**src/odf_pkg.sv**
```systemverilog
// shared types and constants of the order preserving dedupe filter
// no dependencies
package odf_pkg;

    localparam int ID_W        = 16;
    localparam int EPOCH_BITS  = 8;
    localparam int Q_DEPTH     = 3;
    localparam int Q_CW        = 2;

    localparam logic [EPOCH_BITS-1:0] EPOCH_FIRST = EPOCH_BITS'(1);
    localparam logic [EPOCH_BITS-1:0] EPOCH_MAX   = {EPOCH_BITS{1'b1}};

    typedef enum logic {
        MODE_CLEAR,
        MODE_RUN
    } t_mode;

    typedef struct packed {
        logic [ID_W-1:0] out_id;
        logic            keep;
        logic            out_last;
    } t_result;

endpackage

```
**src/odf_if.sv**
```systemverilog


interface odf_out_if;
    import odf_pkg::*;

    logic            valid;
    logic            ready;
    logic [ID_W-1:0] out_id;
    logic            keep;
    logic            out_last;

    modport source (output valid, output out_id, output keep, output out_last, input ready);
    modport sink   (input valid, input out_id, input keep, input out_last, output ready);
endinterface

```
**src/odf_outq.sv**
```systemverilog
// three-entry result queue that drives the output channel
// depends on odf_pkg and odf_out_if
module odf_outq (
    input  logic                 i_clk,
    input  logic                 i_rst_n,
    input  logic                 i_push,
    input  odf_pkg::t_result     i_data,
    output logic [odf_pkg::Q_CW-1:0] o_count,
    odf_out_if.source            o_out
);
    import odf_pkg::*;

    t_result           r_mem [Q_DEPTH];
    logic [Q_CW-1:0]   r_wr_ptr, n_wr_ptr;
    logic [Q_CW-1:0]   r_rd_ptr, n_rd_ptr;
    logic [Q_CW-1:0]   r_count, n_count;
    logic              pop;
    t_result           head;

    assign pop  = o_out.valid && o_out.ready;
    assign head = r_mem[r_rd_ptr];

    // pointer and fill bookkeeping
    always_comb begin
        n_wr_ptr = r_wr_ptr;
        n_rd_ptr = r_rd_ptr;
        n_count  = r_count;
        if (i_push) begin
            n_wr_ptr = (r_wr_ptr == Q_CW'(Q_DEPTH - 1)) ? '0 : r_wr_ptr + 1'b1;
        end
        if (pop) begin
            n_rd_ptr = (r_rd_ptr == Q_CW'(Q_DEPTH - 1)) ? '0 : r_rd_ptr + 1'b1;
        end
        if (i_push && !pop) begin
            n_count = r_count + 1'b1;
        end else if (pop && !i_push) begin
            n_count = r_count - 1'b1;
        end
    end

    always_ff @(posedge i_clk) begin
        if (!i_rst_n) begin
            r_wr_ptr <= '0;
            r_rd_ptr <= '0;
            r_count  <= '0;
        end else begin
            r_wr_ptr <= n_wr_ptr;
            r_rd_ptr <= n_rd_ptr;
            r_count  <= n_count;
        end
    end

    // entry storage
    always_ff @(posedge i_clk) begin
        if (i_push) begin
            r_mem[r_wr_ptr] <= i_data;
        end
    end

    assign o_count        = r_count;
    assign o_out.valid    = (r_count != '0);
    assign o_out.out_id   = head.out_id;
    assign o_out.keep     = head.keep;
    assign o_out.out_last = head.out_last;

endmodule

```
**src/flat_wrapper.sv**
```systemverilog
// flat-port wrapper written by rule: the top's interface ports become plain ports
module odf_outq_flat import odf_pkg::*;
  (i_clk, i_rst_n, i_push, i_data, o_count, o_out_valid, o_out_out_id, o_out_keep, o_out_out_last, o_out_ready);
  odf_out_if o_out_i ();
  input  logic i_clk;
  input  logic i_rst_n;
  input  logic i_push;
  input  odf_pkg::t_result i_data;
  output logic [odf_pkg::Q_CW-1:0] o_count;
  output wire logic [$bits(o_out_i.valid)-1:0] o_out_valid;
  output wire logic [$bits(o_out_i.out_id)-1:0] o_out_out_id;
  output wire logic [$bits(o_out_i.keep)-1:0] o_out_keep;
  output wire logic [$bits(o_out_i.out_last)-1:0] o_out_out_last;
  input wire logic [$bits(o_out_i.ready)-1:0] o_out_ready;
  assign o_out_valid = o_out_i.valid;
  assign o_out_out_id = o_out_i.out_id;
  assign o_out_keep = o_out_i.keep;
  assign o_out_out_last = o_out_i.out_last;
  assign o_out_i.ready = o_out_ready;
  odf_outq u_core (.i_clk(i_clk), .i_rst_n(i_rst_n), .i_push(i_push), .i_data(i_data), .o_count(o_count), .o_out(o_out_i));
endmodule
```
**config.mk**
```make
export PLATFORM = sky130hd
export DESIGN_NAME = odf_outq_flat
export DESIGN_NICKNAME = d
export VERILOG_FILES = /design/src/odf_pkg.sv /design/src/odf_if.sv /design/src/odf_outq.sv /design/src/flat_wrapper.sv
export SDC_FILE = /design/constraint.sdc
export NUM_CORES = 1
export LEC_CHECK = 0
export ABC_AREA = 1
export CAP_MARGIN = 30
export CORE_UTILIZATION = 45
export CTS_CLUSTER_DIAMETER = 60
export DETAILED_ROUTE_END_ITERATION = 16
export DONT_BUFFER_PORTS = 1
export PLACE_DENSITY = 0.63
export SETUP_SLACK_MARGIN = 0.5
export SLEW_MARGIN = 25
export SYNTH_ARGS = -nofsm -noshare
export SYNTH_HDL_FRONTEND = slang
export SYNTH_SLANG_ARGS = --single-unit
```
**constraint.sdc**
```tcl
create_clock -name i_clk -period 3.6 [get_ports i_clk]
set_clock_uncertainty 0.05 [all_clocks]
set_input_delay 0.18 -clock i_clk [delete_from_list [all_inputs] [get_ports i_clk]]
set_output_delay 0.18 -clock i_clk [all_outputs]
set_load 0.02 [all_outputs]
```
-- Yosys cells after proc, flatten, opt, wreduce, memory -nomap -nowiden
Memories as Yosys holds them, arrays and structs flattened. A register that Yosys moved wholly into a read port is not among the register bits.
Index checks and enable logic that the tools add are counted.
W data, S select, Z words.
- register bits after elaboration: 6
- bits in writable memories: 54
- input port bits: 22
- output and inout bits: 21
- word-level logic and storage cells: 25
- memories kept: 1
- memories (name ; words ; bits a word ; rd ports ; clocked after memory_dff ; wr ports ; RTL line ; RTL):
    u_core.r_mem ; 3 ; 18 ; 1 ; 1 ; 1 ; odf_outq.sv:13 ; t_result r_mem [Q_DEPTH];
- add/subtract/negate cells: 4
- equal/unequal tests: 2
- multiplexer cells: 8
- reduce and logical (&&, ||, !) cells: 7
- operator list (operator ; number):
    $mux W2 ; 6
    $add A2 B1 Y2 const B ; 3
    $eq A2 B2 Y1 const B ; 2
    $reduce_bool A2 Y1 ; 2
    $logic_and A1 B1 Y1 ; 3
    $logic_not A1 Y1 ; 2
    $mux W1 ; 2
    $sub A2 B1 Y2 const B ; 1

-- Longest topological paths before layout
- depth in word-level cells: 5
- depth in mapped cells: 9
- gate-level depth less buffers: 9

-- Worst setup path after synthesis
Ideal clock, no wire load.
- kind: reg2reg
- start: register u_core.r_wr_ptr[0]
- end: memory u_core.r_mem[2][0] (netlist name) (enable)
- data arrival time: 1.632 ns
- slack: 1.502 ns
- cell stages (with the launch flop): 2
- path buffers: 0
- path through: dfxtp_1 > nor3_1
- RTL lines (item ; RTL line ; RTL):
    from (decl) ; odf_outq.sv:14 ; logic [Q_CW-1:0] r_wr_ptr, n_wr_ptr;
    from (signal assigned) ; odf_outq.sv:47 ; r_wr_ptr <= n_wr_ptr;
    to (decl) ; odf_outq.sv:13 ;
Straight into the memory's write port.

==> impl_metrics.env <==
export IMPL_met3_length_um=263
export IMPL_required_ns=3.37
export IMPL_ys_types=19
export IMPL_final_hold_viol_count=0
export IMPL_fp_dieArea_um2=5580
export IMPL_synthesis_instances=183
export IMPL_dr_wl_met2_mm=2.32
export IMPL_numClockSinks=62
export IMPL_cp_max_fo=19
export IMPL_final_antenna_net_count=0
export IMPL_slew_headroom_pct=43.2
export IMPL_htreeDepth=3
export IMPL_viasPerCell=5.05
export IMPL_yosys_warnings=0
export IMPL_setup_viol=0
export IMPL_hp_class="in -> reg"
export IMPL_n_antenna_cell=0
export IMPL_layout_drive_gt1_share_pct=8.88
export IMPL_rsz0062_at_grt="no"
export IMPL_worstMarginPinSlew_ns=0.851
export IMPL_fin_crit_sh_pct=56.8
export IMPL_fin_util_pct=54.5
export IMPL_antenna_found_initial=0
export IMPL_cp_end_kind="output pin"
export IMPL_status="completed"
export IMPL_grt_max_degree=20
export IMPL_fp_dieH_um=74.7
export IMPL_power_density_nw_per_um2=601
export IMPL_layout_min_cycle_time_ns=2.04
export IMPL_fmax_mhz=489
export IMPL_drc_errors=0
export IMPL_placed_area_um2=2400
export IMPL_highest_layer="met4"
export IMPL_yosysSeqAreaShare_pct=74.9
export IMPL_core_um2=5110
export IMPL_cts_tree="yes"
export IMPL_cts_max_path_buffers=2
export IMPL_hpwl_mm=2.74
export IMPL_numCtsBuffers=9
export IMPL_ys_ff_latch=62
export IMPL_routed_via_count=1435
export IMPL_gp_congestion=0.663
export IMPL_min_delay_path_depth=3
export IMPL_wl_met1_mm=1.73
export IMPL_clk_latency_ns=0.33
export IMPL_design_power_total_mw=1.67
export IMPL_globalRouteTotalUtil_pct=17.5
export IMPL_dr_pass1_iters=4
export IMPL_fin_area_um2=2790
export IMPL_synthesis_nets=206
export IMPL_ir_drop_v=0.000304
export IMPL_syn_to_final_growth_pct=17.2
export IMPL_port_buffers=0
export IMPL_tns_ns=0
export IMPL_grt_first_pass_wirelength_mm=6.73
export IMPL_rr_worst_depth=8
export IMPL_drtIter0Drc=69
export IMPL_p_leak_nw=1.02
export IMPL_layout_nets=232
export IMPL_first_global_vias=1458
export IMPL_cts_setup_buffers=0
export IMPL_path_clk_slew_ns=0.06
export IMPL_ios=43
export IMPL_worst_hold_slack_ns=0.0200
export IMPL_syn_area_um2=2380
export IMPL_slew_viol_final=0
export IMPL_grt_overflow=0
export IMPL_die_width_um=74.7
export IMPL_core_rowCount=26
export IMPL_critPathLaunchType="register"
export IMPL_wl_per_cell_um=15.5
export IMPL_start_util_pct=46.5
export IMPL_cts_resized=0
export IMPL_critPathKind="reg -> out"
export IMPL_routed_wl_mm=4.40
export IMPL_cp_data_arrival_time_ns=1.81
export IMPL_avgSynthCellArea_um2=13.0
export IMPL_max_cap_viol_count=0
export IMPL_cts_root_buf="clkbuf_8"
==> path summary, 6_finish.rpt <==
check	startpoint	to	slack (ns)
setup / recovery	register	o_out_keep	1.56
hold / removal	o_out_ready	register	0.02
setup reg to reg	u_core.o_count[1]	u_core.o_count[1]	2.01
hold reg to reg	u_core.r_wr_ptr[1]	u_core.r_wr_ptr[1]	0.44
==> registers in the layout (all words and copies together), names as in the netlist, named ones only <==
register and cells:
u_core.r_mem 54, u_core.o_count 2, u_core.r_rd_ptr 2, u_core.r_wr_ptr 2
==> synth_stat cells <==
cell,instances,area [um^2]
edfxtp_1,54,1620
a21oi_1,39,195
nand2_1,27,101
nor2_1,23,86.3
inv_1,13,48.8
dfxtp_1,8,160
buf_6,4,45.0
nand3_1,3,15.0
nand2_2,2,12.5
buf_12,1,20.0
buf_4,1,7.51
ha_1,1,12.5
inv_6,1,8.76
inv_8,1,11.3
nand4_1,1,6.26
nor3_1,1,5.00
o211ai_1,1,7.51
o21a_1,1,7.51
o21ai_0,1,5.00
==> cells in the final DEF, fill, tap and decap left out, types with 2 or more instances in the layout <==
| master | n |
|---|---|
| a21oi_1 | 39 |
| clkbuf_8 | 9 |
| clkinv_1 | 2 |
| clkinv_2 | 3 |
| dfxtp_1 | 8 |
| dlygate4sd3_1 | 20 |
| edfxtp_1 | 54 |
| inv_1 | 13 |
| nand2_1 | 27 |
| nand2_2 | 2 |
| nand3_1 | 3 |
| nor2_1 | 23 |
==> where the power goes <==
group          switching (mW)  leakage, nW  internal [mW]
clock                   0.240       0.0949          0.311
combinational           0.183        0.360         0.0695
sequential             0.0460        0.565          0.824
total                   0.469         1.02           1.20
==> routing by layer <==
metal	vias up	GRT usage, %
met1	685	17.8
li1	692	-
met4	0	10.3
met2	48	30.5
met5	-	0
met3	10	6.56
==> worst max-delay path, stage by stage (launching register included) <==
cell	delay, ns
dfxtp_1	0.87
a21oi_1	0.17
a21oi_1	0.44
==> area by class of cell <==
cell class / count / area, um^2
timing repair buffer: 21 / 208
multi-input combinational: 100 / 459
inverter: 15 / 68.8
tap: 70 / 87.6
clock inverter: 6 / 52.6
clock buffer: 10 / 128
sequential: 62 / 1780
fill: 433 / 2320
==> stage by stage <==
step           worst slack, ns  cells
4_1_cts                   1.48    284
5_1_grt                   1.38    284
3_3_place_gp              1.88    248
3_5_place_dp              1.86    248
6_report                  1.56    284
2_1_floorplan             1.50    183
==> cell families (layout without fill, tap and decap cells) <==
kind of cell / Yosys count / after routing / share of synthesized area (%)
AO/OA/AOI/OAI: 42 / 42 / 9.05
adder cells (fa/ha/maj): 1 / 1 / 0.526
buffers and inverters: 21 / 52 / 5.95
flip-flops: 62 / 62 / 74.9
AND/OR/NAND/NOR: 57 / 57 / 9.53
==> timing repair <==
item / in CTS / in global routing
endpoints found under the setup margin: 0 / 0
hold buffers: 20 / 0
hold endpoints to repair: 62 / 0
(Power assumes the default switching activity.)
